[src/rtl/wrs_pkg.sv]
// water ripple step: shared constants, queue entry type and window sum function
// used by the front end, queue, back end, top level and testbench; depends on nothing
`default_nettype none
package wrs_pkg;

    localparam int MAX_WIDTH_DEF   = 512;
    localparam int MAX_HEIGHT_DEF  = 512;
    localparam int QUEUE_DEPTH_DEF = 4;

    localparam int COORD_W = 12;   // holds any coordinate up to 4095
    localparam int CFG_W   = 10;
    localparam int ADDR_W  = 2;
    localparam int SUM_W   = 21;   // 20 * 65535 fits

    localparam logic [ADDR_W-1:0] REG_FRAME_WIDTH  = 2'd0;
    localparam logic [ADDR_W-1:0] REG_FRAME_HEIGHT = 2'd1;

    localparam logic [CFG_W-1:0] FRAME_WIDTH_RST  = 10'd320;
    localparam logic [CFG_W-1:0] FRAME_HEIGHT_RST = 10'd200;

    localparam int EDGE_WEIGHT = 3;
    localparam int DIAG_WEIGHT = 2;
    localparam int MID_HEIGHT  = 32767;
    // ceil(2^24 / 20): exact quotient for sums below 2^22
    localparam int RECIP_SHIFT = 24;
    localparam logic [19:0] RECIP_20 = 20'd838861;

    // one input item's worth of work for the back end
    typedef struct packed {
        logic [8:0][15:0]   win;
        logic [15:0]        old_above_hold;
        logic [15:0]        old_above_new;
        logic [15:0]        old_left_hold;
        logic [15:0]        old_cur;
        logic [COORD_W-1:0] col;
        logic [COORD_W-1:0] row;
        logic [COORD_W-1:0] wlast;
        logic               top;
        logic               left;
        logic [3:0]         mask;
    } entry_t;

    function automatic logic [15:0] win_at(input logic [8:0][15:0] win,
                                           input logic [1:0] r, input logic [1:0] c);
        logic [3:0] idx;
        idx = 4'(r) * 4'd3 + 4'(c);
        return win[idx];
    endfunction

    function automatic logic [SUM_W-1:0] wsum(input logic [8:0][15:0] win,
                                              input logic [1:0] tr, input logic [1:0] mr,
                                              input logic [1:0] br, input logic [1:0] lc,
                                              input logic [1:0] mc, input logic [1:0] rc);
        logic [SUM_W-1:0] edge_s;
        logic [SUM_W-1:0] diag_s;
        edge_s = SUM_W'(win_at(win, tr, mc)) + SUM_W'(win_at(win, br, mc))
               + SUM_W'(win_at(win, mr, lc)) + SUM_W'(win_at(win, mr, rc));
        diag_s = SUM_W'(win_at(win, tr, lc)) + SUM_W'(win_at(win, tr, rc))
               + SUM_W'(win_at(win, br, lc)) + SUM_W'(win_at(win, br, rc));
        return SUM_W'(EDGE_WEIGHT) * edge_s + SUM_W'(DIAG_WEIGHT) * diag_s;
    endfunction

endpackage
`default_nettype wire

[src/rtl/wrs_fifo.sv]
// short queue of work entries between front and back ends
// entry type from wrs_pkg
`default_nettype none
module wrs_fifo #(
    parameter int DEPTH = wrs_pkg::QUEUE_DEPTH_DEF
) (
    input  wire logic             aclk,
    input  wire logic             aresetn,
    input  wire logic             push,
    input  wire wrs_pkg::entry_t  push_data,
    input  wire logic             pop,
    output wrs_pkg::entry_t       head,
    output logic                  full,
    output logic                  empty
);
    localparam int PW = (DEPTH > 1) ? $clog2(DEPTH) : 1;
    localparam int NW = $clog2(DEPTH + 1);

    wrs_pkg::entry_t mem_reg [DEPTH];
    logic [PW-1:0] wr_ptr_reg, rd_ptr_reg;
    logic [NW-1:0] cnt_reg;

    assign full  = (cnt_reg == NW'(DEPTH));
    assign empty = (cnt_reg == '0);
    assign head  = mem_reg[rd_ptr_reg];

    always_ff @(posedge aclk) begin
        if (!aresetn) begin
            wr_ptr_reg <= '0;
            rd_ptr_reg <= '0;
            cnt_reg    <= '0;
        end else begin
            if (push) begin
                wr_ptr_reg <= (wr_ptr_reg == PW'(DEPTH - 1)) ? '0 : wr_ptr_reg + 1'b1;
            end
            if (pop) begin
                rd_ptr_reg <= (rd_ptr_reg == PW'(DEPTH - 1)) ? '0 : rd_ptr_reg + 1'b1;
            end
            if (push && !pop) begin
                cnt_reg <= cnt_reg + 1'b1;
            end else if (pop && !push) begin
                cnt_reg <= cnt_reg - 1'b1;
            end
        end
    end

    always_ff @(posedge aclk) begin
        if (push) begin
            mem_reg[wr_ptr_reg] <= push_data;
        end
    end

endmodule
`default_nettype wire

[config.mk]
export PLATFORM = sky130hd
export DESIGN_NAME = wrs_fifo
export DESIGN_NICKNAME = d
export VERILOG_FILES = /design/src/rtl/wrs_pkg.sv /design/src/rtl/wrs_fifo.sv
export SDC_FILE = /design/constraint.sdc
export NUM_CORES = 1
export LEC_CHECK = 0
export BUFFER_PORTS_ARGS = -buffer_cell sky130_fd_sc_hd__buf_4
export CELL_PAD_IN_SITES_DETAIL_PLACEMENT = 1
export CELL_PAD_IN_SITES_GLOBAL_PLACEMENT = 2
export CORE_MARGIN = 3
export CORE_UTILIZATION = 35
export DETAILED_ROUTE_END_ITERATION = 12
export GPL_ROUTABILITY_DRIVEN = 0
export PLACE_DENSITY_LB_ADDON = 0.1
export SYNTH_ARGS = -nofsm -noshare
export SYNTH_HDL_FRONTEND = slang
export SYNTH_SLANG_ARGS = --single-unit
[constraint.sdc]
create_clock -name aclk -period 13.35 [get_ports aclk]
set_input_delay 2.0025 -clock aclk [delete_from_list [all_inputs] [get_ports aclk]]
set_output_delay 2.0025 -clock aclk [all_outputs]
set_load 0.02 [all_outputs]
==> flow_metrics.py <==
metrics = {
    "clock_tree": {
        "max-clock-path-buffers": 3,
        "cts_hold_buf": 0,
        "cts_tree": "done",
        "htreeDepth": 3,
        "insertion_delay_ns": 0.67,
        "cts_sinks": 1009,
        "root_buffer": "clkbuf_16",
        "clk_pin_slew_worst_paths_ns": 0.06,
        "ctsResizeCount": 0,
        "postCtsSetupRepairBufs": 0,
        "numCtsBuffers": 109,
    },
    "floorplanning": {
        "core_area_mm2": 0.103,
        "rows": 117,
        "fp.dieArea_mm2": 0.108,
        "start_util": 0.356,
        "die_h_um": 329,
        "pin_count": 506,
        "dieWidth_um": 329,
    },
    "logic_synthesis": {
        "yosysWarnings": 0,
        "synth_top_area_frac": 0.822,
        "synth_area_mm2": 0.0365,
        "synth_mux_area_frac": 0.155,
        "synth_cell_types": 21,
        "synth_nets": 1611,
        "synth_top_family_by_area": "multiplexers",
        "synthTopCellsByArea": "edfxtp_1 82%, mux4_2 15%, buf_6 0.71%",
        "avgSynthCellArea_um2": 27.1,
        "synth-simple-area-share": 0.00247,
        "postSynthCellCount": 1350,
        "synth_xor_area_frac": 0.000479,
        "synth_top_area_cell": "edfxtp_1",
        "ys_seq_area_frac": 0.827,
        "ys_ff_latch": 1009,
        "synth_fa_ha_area_frac": 0.00260,
        "synth_compound_area_frac": 0.000548,
    },
    "route": {
        "routedWlPerCell_um": 25.1,
        "wl_mm": 85.5,
        "vias": 16500,
        "drtIter0Drc": 1161,
        "vias_per_cell": 4.83,
        "drt-pass1-iter-count": 5,
        "antenna_left": 0,
        "drc_errors": 0,
    },
    "pwr": {
        "ir_drop_mv": 0.0965,
        "powerDensity_mw_per_mm2": 162,
        "p_leak_nw": 15.1,
        "total_power_mw": 7.37,
    },
    "timing": {
        "worst_slew_pin_slew_ns": 1.05,
        "finalClockSkew_ns": 0.0180,
        "setup_slack_ns": 7.65,
        "min_period_ns": 5.70,
        "slew_violations": 0,
        "rsz0062_at_grt": "no",
        "finalHoldViolations": 0,
        "setup_viol": 0,
        "timing.final.crit_share": 0.427,
        "slew_headroom": 0.302,
        "fin_tns_setup_ns": 0,
        "timing.fmax_mhz": 175,
    },
    "critical_path": {
        "slowest_stage": "buf_4",
        "cpMostUsedCell": "buf_4",
        "end_kind": "primary output",
        "cp_max_fo": 100,
        "slowest_delay_ns": 0.65,
        "critPathKind": "flop to primary output",
        "cp.arrival_ns": 3.70,
        "crit_chain": "buf_4 -> buf_12 -> mux4_2 -> buf_4",
        "required_ns": 11.35,
        "cp-start-kind": "flop",
    },
    "grt": {
        "grt_pass1_vias": 18000,
        "grt_max_degree": 130,
        "grt_pass1_wl_mm": 123,
        "grt_usage": 0.156,
        "antenna_found_initial": 20,
        "grt_overflow": 0,
    },
    "layout": {
        "largest_reg_flops": 1000,
        "synthToLayoutAreaGrowth_pct": 24.3,
        "fin_util": 0.443,
        "final_nets": 2191,
        "num-fill-cells": 9371,
        "drive_gt1_frac": 0.463,
        "finalNonFillerCells": 3406,
    },
    "worst_hold_path": {
        "holdCritPathClass": "flop to flop",
    },
    "placed_design": {
        "port_buffers": 505,
        "dp_slack_ns": 8.09,
        "dpl.cell_count": 3187,
        "hpwl_mm": 51.5,
    },
    "run": {
        "cap_viol_max_count": 0,
    },
    "status": {
        "outcome": "finished, final reports clean",
    },
}
## path summary, 6_finish.rpt
kind                               from                        to  slack (ns)  cells past startpoint
min reg2reg     cnt_reg[2]$_SDFFE_PN0P_   cnt_reg[2]$_SDFFE_PN0P_        0.55                      2
max                                flop                 head[129]        7.65                      4
min             cnt_reg[2]$_SDFFE_PN0P_   cnt_reg[2]$_SDFFE_PN0P_        0.55                      2
max reg2reg  wr_ptr_reg[1]$_SDFFE_PN0P_  mem_reg[1][82]$_DFFE_PP_        9.90                      5
## area by class of cell
class / instances / area (um^2) / area share
antenna: 15 / 37.5 / 0.000826
timing repair buffer: 525 / 4000 / 0.0881
sequential: 1009 / 30200 / 0.665
clock inverter: 78 / 723 / 0.0159
multi-input combinational: 281 / 5900 / 0.130
tap: 1368 / 1710 / 0.0377
inverter: 4 / 15.0 / 0.000331
clock buffer: 126 / 2810 / 0.0619
## placed cells by master, fill, tap and decap left out, drive strengths merged
cell         n
a21boi       1
and2         5
buf        525
bufinv      13
clkbuf     126
clkinv      63
clkinvlp     1
dfxtp        9
diode       15
edfxtp    1000
fa           1
ha           6
inv          5
mux2i        4
mux4       250
nor2         1
nor2b        5
nor3         2
nor3b        1
o21a         1
o21ai        1
or3          1
xnor2        1
xor2         1
## power by group
part | internal (mW) | switching, mW
registers | 3.64 | 0.0319
logic | 0.328 | 0.428
clock network | 1.75 | 1.20
total | 5.72 | 1.66
## Yosys cell counts (all sizes together)
master	instances
ha	6
a21boi	1
nor2	1
o21ai	1
edfxtp	1000
mux2i	4
buf	49
xnor2	1
and2	5
inv	4
nor2b	5
fa	1
clkbuf	7
or3	1
xor2	1
o21a	1
mux4	250
dfxtp	9
nor3b	1
nor3	2
## logic make-up after synthesis
| group | count (synthesis) |
|---|---|
| xor+xnor | 2 |
| fa+ha+maj | 7 |
| mux | 254 |
| compound gates | 3 |
| buf+inv | 60 |
| flops | 1009 |
| simple gates | 15 |
## worst max-delay path: cells and delay by family (launching register included)
kind | cells | cell delay (ns)
flip-flops | 1 | 0.61
multiplexers | 1 | 0.65
buffers and inverters | 3 | 1.43
## metal layers
| layer | vias to the layer above | global-route usage | wire, um |
|---|---|---|---|
| met5 | - | 0 | 58 |
| met4 | 8 | 0.0430 | 1650 |
| met3 | 112 | 0.0557 | 6570 |
| met2 | 453 | 0.254 | 42600 |
| met1 | 8795 | 0.200 | 34700 |
| li1 | 7090 | - | - |
## metrics by stage
| step | area (um^2) | hold slack (ns) |
|---|---|---|
| CTS | 45400 | 0.555 |
| detailed placement | 41900 | 0.544 |
| floorplan | 36500 | 0.472 |
| global placement | 41900 | 0.493 |
| global route | 45400 | 0.575 |
| finish | 45400 | 0.545 |
Power figures use the tool's default switching activity.
