File: config.mk
export PLATFORM = sky130hd
export DESIGN_NAME = wrs_back
export DESIGN_NICKNAME = d
export VERILOG_FILES = /design/src/rtl/wrs_pkg.sv /design/src/rtl/wrs_back.sv
export SDC_FILE = /design/constraint.sdc
export NUM_CORES = 1
export LEC_CHECK = 0
export ABC_AREA = 1
export BUFFER_PORTS_ARGS = -buffer_cell sky130_fd_sc_hd__buf_2
export CAP_MARGIN = 20
export CELL_PAD_IN_SITES_DETAIL_PLACEMENT = 1
export CELL_PAD_IN_SITES_GLOBAL_PLACEMENT = 1
export CORE_UTILIZATION = 49
export CTS_BUF_LIST = sky130_fd_sc_hd__clkbuf_16
export DETAILED_ROUTE_END_ITERATION = 16
export PLACE_DENSITY = 0.9
export SLEW_MARGIN = 30
export SYNTH_ARGS = -nofsm -noshare
export SYNTH_HDL_FRONTEND = slang
export SYNTH_SLANG_ARGS = --single-unit
File: constraint.sdc
create_clock -name aclk -period 23.4 [get_ports aclk]
set_input_delay 2.34 -clock aclk [delete_from_list [all_inputs] [get_ports aclk]]
set_output_delay 2.34 -clock aclk [all_outputs]
set_load 0.005 [all_outputs]
File: src/rtl/wrs_pkg.sv
// water ripple step: shared constants, queue entry type and window sum function
// used by the front end, queue, back end, top level and testbench; depends on nothing
`default_nettype none
package wrs_pkg;

    localparam int MAX_WIDTH_DEF   = 512;
    localparam int MAX_HEIGHT_DEF  = 512;
    localparam int QUEUE_DEPTH_DEF = 4;

    localparam int COORD_W = 12;   // holds any coordinate up to 4095
    localparam int CFG_W   = 10;
    localparam int ADDR_W  = 2;
    localparam int SUM_W   = 21;   // 20 * 65535 fits

    localparam logic [ADDR_W-1:0] REG_FRAME_WIDTH  = 2'd0;
    localparam logic [ADDR_W-1:0] REG_FRAME_HEIGHT = 2'd1;

    localparam logic [CFG_W-1:0] FRAME_WIDTH_RST  = 10'd320;
    localparam logic [CFG_W-1:0] FRAME_HEIGHT_RST = 10'd200;

    localparam int EDGE_WEIGHT = 3;
    localparam int DIAG_WEIGHT = 2;
    localparam int MID_HEIGHT  = 32767;
    // ceil(2^24 / 20): exact quotient for sums below 2^22
    localparam int RECIP_SHIFT = 24;
    localparam logic [19:0] RECIP_20 = 20'd838861;

    // one input item's worth of work for the back end
    typedef struct packed {
        logic [8:0][15:0]   win;
        logic [15:0]        old_above_hold;
        logic [15:0]        old_above_new;
        logic [15:0]        old_left_hold;
        logic [15:0]        old_cur;
        logic [COORD_W-1:0] col;
        logic [COORD_W-1:0] row;
        logic [COORD_W-1:0] wlast;
        logic               top;
        logic               left;
        logic [3:0]         mask;
    } entry_t;

    function automatic logic [15:0] win_at(input logic [8:0][15:0] win,
                                           input logic [1:0] r, input logic [1:0] c);
        logic [3:0] idx;
        idx = 4'(r) * 4'd3 + 4'(c);
        return win[idx];
    endfunction

    function automatic logic [SUM_W-1:0] wsum(input logic [8:0][15:0] win,
                                              input logic [1:0] tr, input logic [1:0] mr,
                                              input logic [1:0] br, input logic [1:0] lc,
                                              input logic [1:0] mc, input logic [1:0] rc);
        logic [SUM_W-1:0] edge_s;
        logic [SUM_W-1:0] diag_s;
        edge_s = SUM_W'(win_at(win, tr, mc)) + SUM_W'(win_at(win, br, mc))
               + SUM_W'(win_at(win, mr, lc)) + SUM_W'(win_at(win, mr, rc));
        diag_s = SUM_W'(win_at(win, tr, lc)) + SUM_W'(win_at(win, tr, rc))
               + SUM_W'(win_at(win, br, lc)) + SUM_W'(win_at(win, br, rc));
        return SUM_W'(EDGE_WEIGHT) * edge_s + SUM_W'(DIAG_WEIGHT) * diag_s;
    endfunction

endpackage
`default_nettype wire

File: src/rtl/wrs_back.sv
// back end: walks each entry's pending results through three stages of ripple arithmetic,
// the last being the result output register; uses wrs_pkg
`default_nettype none
module wrs_back (
    input  wire logic             aclk,
    input  wire logic             aresetn,
    input  wire wrs_pkg::entry_t  head,
    input  wire logic             q_empty,
    output logic                  q_pop,
    output logic                  m_valid,
    input  wire logic             m_ready,
    output logic [15:0]           m_new_height,
    output logic [8:0]            m_pixel_column,
    output logic [8:0]            m_pixel_row,
    output logic                  m_last_of_group,
    output logic                  m_last_of_frame
);
    logic [3:0] done_reg, remaining, sel;
    logic       adv, issue, last_sel, hi_row, right;
    logic [1:0] tr, mr, lc, mc;
    logic [15:0] old_sel;
    logic [wrs_pkg::COORD_W-1:0] col_sel, row_sel;

    logic                        b0_valid_reg, b1_valid_reg;
    logic [wrs_pkg::SUM_W-1:0]   b0_sum_reg;
    logic [15:0]                 b0_old_reg, b1_old_reg, b1_s_reg;
    logic [wrs_pkg::COORD_W-1:0] b0_col_reg, b0_row_reg, b1_col_reg, b1_row_reg;
    logic                        b0_lg_reg, b0_lf_reg, b1_lg_reg, b1_lf_reg;
    logic [40:0]                 prod;
    logic signed [17:0]          nv;
    logic signed [23:0]          t, tq;

    logic        m_valid_reg;
    logic [15:0] out_h_reg;
    logic [8:0]  out_c_reg, out_r_reg;
    logic        out_lg_reg, out_lf_reg;

    assign adv       = !m_valid_reg || m_ready;
    assign remaining = head.mask & ~done_reg;
    assign sel       = remaining & (~remaining + 4'd1);
    assign last_sel  = ((remaining & ~sel) == 4'd0);
    assign issue     = !q_empty && adv;
    assign q_pop     = issue && last_sel;
    assign hi_row    = sel[2] | sel[3];
    assign right     = sel[1] | sel[3];

    always_comb begin
        tr = hi_row ? 2'd1 : (head.top ? 2'd1 : 2'd0);
        mr = hi_row ? 2'd2 : 2'd1;
        lc = right ? 2'd1 : (head.left ? 2'd1 : 2'd0);
        mc = right ? 2'd2 : 2'd1;
        case (sel)
            4'b0001: old_sel = head.old_above_hold;
            4'b0010: old_sel = head.old_above_new;
            4'b0100: old_sel = head.old_left_hold;
            default: old_sel = head.old_cur;
        endcase
        col_sel = right ? head.wlast : head.col - 1'b1;
        row_sel = hi_row ? head.row : head.row - 1'b1;
    end

    always_ff @(posedge aclk) begin
        if (!aresetn) begin
            done_reg     <= '0;
            b0_valid_reg <= 1'b0;
            b1_valid_reg <= 1'b0;
            m_valid_reg  <= 1'b0;
        end else if (adv) begin
            b0_valid_reg <= issue;
            b1_valid_reg <= b0_valid_reg;
            m_valid_reg  <= b1_valid_reg;
            if (issue) begin
                done_reg <= last_sel ? 4'd0 : (done_reg | sel);
            end
        end
    end

    // divide by 20 as a reciprocal multiply
    assign prod = 41'(b0_sum_reg) * 41'(wrs_pkg::RECIP_20);
    always_comb begin
        nv = $signed({1'b0, b1_s_reg, 1'b0}) - $signed({2'b00, b1_old_reg});
        t  = 24'(wrs_pkg::MID_HEIGHT) + (24'(nv) <<< 5) - 24'(nv);
        // truncate toward zero on the divide by 32
        tq = (t + (t[23] ? 24'sd31 : 24'sd0)) >>> 5;
    end

    always_ff @(posedge aclk) begin
        if (adv) begin
            b0_sum_reg <= wrs_pkg::wsum(head.win, tr, mr, 2'd2, lc, mc, 2'd2);
            b0_old_reg <= old_sel;
            b0_col_reg <= col_sel;
            b0_row_reg <= row_sel;
            b0_lg_reg  <= last_sel;
            b0_lf_reg  <= sel[3];
            b1_s_reg   <= prod[wrs_pkg::RECIP_SHIFT +: 16];
            b1_old_reg <= b0_old_reg;
            b1_col_reg <= b0_col_reg;
            b1_row_reg <= b0_row_reg;
            b1_lg_reg  <= b0_lg_reg;
            b1_lf_reg  <= b0_lf_reg;
            out_h_reg  <= tq[15:0];
            out_c_reg  <= b1_col_reg[8:0];
            out_r_reg  <= b1_row_reg[8:0];
            out_lg_reg <= b1_lg_reg;
            out_lf_reg <= b1_lf_reg;
        end
    end

    assign m_valid         = m_valid_reg;
    assign m_new_height    = out_h_reg;
    assign m_pixel_column  = out_c_reg;
    assign m_pixel_row     = out_r_reg;
    assign m_last_of_group = out_lg_reg;
    assign m_last_of_frame = out_lf_reg;

endmodule
`default_nettype wire

==> results.cfg <==
[clock_network]
cts_resized = 0
cts_hold_repair.buffers = 0
cts.reportedPaths.clkPinSlew_ns = 0.07
ctsLongestPathBuffers = 2
numClockSinks = 152
cts_setup_buffers = 0
cts-buffers-inserted = 17
root_buf_cell = clkbuf_16
ctsHtreeMaxLevel = 4
clock_tree_from_tritoncts = yes
worst_skew_pair.late_latency_ns = 0.44

[synth]
synth_seq_cells = 152
synth_area_per_cell_sq_um = 7.69
netlist-cell-type-count = 51
post_synth_mux_area_share = 0.00123
yosys_warnings = 0
synth_enable_flop_cells = 145
postSynth.asyncResetShare = 0
yosysSeqAreaShare = 0.184
ys.flop_type = edfxtp_1
synth_adder_area_share = 0.348
synth-compound-area-share = 0.159
synthesis.instances = 3176
synthXorXnorAreaFrac = 0.0337
synth_top_family_by_area = adder cells
synth.net_count = 3972
syn-cell-area_sq_um = 24400
synth-simple-area-share = 0.159

[final_layout]
finish.instance_area_sq_um = 27000
drive_gt1_frac = 0.107
design.final.nets = 4198
final-instance-count-excl-fill = 4097
area_delta_synth_final_pct = 10.6
largest_reg_flops = 21

[grt]
grt_start_max_net_pins = 103
grt_antenna_before_repair = 18
grt.total_usage = 0.363
grt_pass1_vias = 25400
grt_pass1_wl_um = 141000
overflow = 0

[critical_path]
cp-end-kind = flip-flop
crit_path_launch_type = primary input
cpMostUsedCell = inv_1
critical_path_arrival_ns = 12.26
timing.critical_path.slowest_cell_delay_ns = 0.90
setup_cp_type = primary input to flip-flop
critical_path.max_fanout = 46
worst_ep_required_time_ns = 23.58
critPathSlowestCell = clkinv_1

[routing]
detail-route-antenna-nets = 0
first_drt_iteration_drcs = 1490
avgViaCountPerCell = 5.75
routedWlPerCell_um = 22.4
post-route-drc-count = 0
routed-via-count = 23500
first_pass_iters = 6
drt-total-wl_um = 91900

[placement]
globalplace.congestion = 0.976
placement.cell_area_sq_um = 26400
dp.cells = 4047
io_buffers = 282
hpwl_after_dpl_um = 76300

[floorplanning]
die_area_sq_um = 50800
design.portCount = 292
start_util = 0.498
core_sq_um = 49100
floorplan.die.height_um = 225
die-width_um = 225
fp-row-count = 81

[sta]
rsz0062_at_grt = no
fin_skew_ns = 0.0119
slew_hr = 0.330
finalHoldViolations = 0
tns_ns = 0
tightest_slew_ns = 1.01
final_max_slew_viol_count = 0
max_clock_freq_ghz = 0.0828
period_needed_ns = 12.08
final_min_period_over_clock_period = 0.516
report.final.setup_viol = 0
fin_worst_hold_slack_ns = 0.417

[min_path]
worst_hold_path_type = flip-flop to flip-flop

[job]
maxCapViolCount = 0

[status]
status = finished, final reports clean
-- critical path: cells and delay by family --
| kind | cells | cell delay, ns |
|---|---|---|
| xor gates and xnor gates | 2 | 0.25 |
| buffers and inverters | 10 | 2.34 |
| AOI/OAI and AO/OA | 6 | 1.48 |
| and+or+nand+nor | 13 | 2.40 |
| adders and majority gates | 7 | 3.40 |
-- stage by stage --
| step | utilization | worst slack (ns) |
|---|---|---|
| CTS | 0.550 | 11.47 |
| global route | 0.551 | 10.89 |
| detailed placement | 0.539 | 11.07 |
| floorplan | - | 14.07 |
| global placement | 0.539 | 11.29 |
| finish | 0.551 | 11.32 |
-- cell usage after synthesis, types with 8 or more instances --
cell	n	area [sq um]
clkbuf_1	62	233
nand2_1	518	1940
o21ai_0	294	1470
xnor2_1	39	342
o21bai_1	12	90.1
a21oi_1	287	1440
o211ai_1	27	203
nor3_1	16	80.1
inv_1	641	2410
xor2_1	55	482
a31oi_1	15	93.8
ha_1	313	3920
edfxtp_1	145	4350
a22oi_1	10	75.1
fa_1	229	4580
nand4_1	32	200
nor2_1	198	743
o21ai_1	38	190
inv_2	10	37.5
a21o_1	9	67.6
nand3_1	114	571
buf_2	15	75.1
nor4_1	8	50.1
-- kinds of logic (layout without fill, tap and decap cells) --
| family | count (synthesis) | in the layout |
|---|---|---|
| mux | 3 | 3 |
| fa+ha+maj | 542 | 542 |
| simple gates | 920 | 920 |
| buf+inv | 742 | 981 |
| compound gates | 723 | 723 |
| flops | 152 | 152 |
| xor+xnor | 94 | 94 |
| other cells | 0 | 18 |
-- placed cells by master, fill, tap and decap left out, types with 4 or more instances in the layout --
cell / netlist / layout
clkinv_1: 5 / 6
edfxtp_1: 145 / 145
xnor2_1: 39 / 39
nand3_1: 114 / 114
inv_1: 641 / 641
buf_4: 0 / 10
nor3_1: 16 / 16
nor2_1: 198 / 198
a32oi_1: 5 / 5
nand2_2: 7 / 7
nor4_1: 8 / 8
ha_1: 313 / 311
a21boi_0: 6 / 6
inv_2: 10 / 9
xor2_1: 55 / 55
a21o_1: 9 / 9
inv_6: 0 / 4
o21ai_0: 294 / 294
nor2_4: 4 / 4
o21ai_1: 38 / 38
a31oi_1: 15 / 15
diode_2: 0 / 18
nand2_1: 518 / 518
clkbuf_16: 0 / 17
nand3b_1: 4 / 4
a21oi_1: 287 / 287
nand2_4: 6 / 6
a22oi_1: 10 / 10
nand4_1: 32 / 32
a211oi_1: 4 / 4
fa_1: 229 / 229
clkinvlp_4: 0 / 4
o21bai_1: 12 / 12
or2_2: 4 / 4
dfxtp_1: 7 / 7
o211ai_1: 27 / 27
buf_2: 15 / 282
-- per-layer routing --
metal  share of wire  GRT usage  vias up
met5               0          0        -
met4           0.059      0.203        0
met3           0.049     0.0392      259
met2            0.50      0.652      859
met1            0.39      0.420    11600
li1                -          -    10800
-- layout make-up --
| class | count | area (sq um) |
|---|---|---|
| inverters | 656 | 2470 |
| well taps | 664 | 831 |
| diodes | 18 | 45.0 |
| fillers | 6361 | 22000 |
| repair buffers | 293 | 1500 |
| clock inverters | 15 | 145 |
| multi-input cells | 2282 | 17100 |
| clock buffers | 17 | 425 |
| flip-flops and latches | 152 | 4490 |
-- worst paths after layout --
kind,from,to,slack [ns],cells past startpoint
min reg2reg,b0_col_reg[7],b1_col_reg[7],0.42,0
min,b0_col_reg[7],b1_col_reg[7],0.42,0
max,head[0],b0_sum_reg[19],11.32,38
max reg2reg,done_reg[0],b0_sum_reg[19],12.99,38
Power is not shown: default switching activity piles up to over one toggle a cycle in this logic, so the estimate is an artifact.
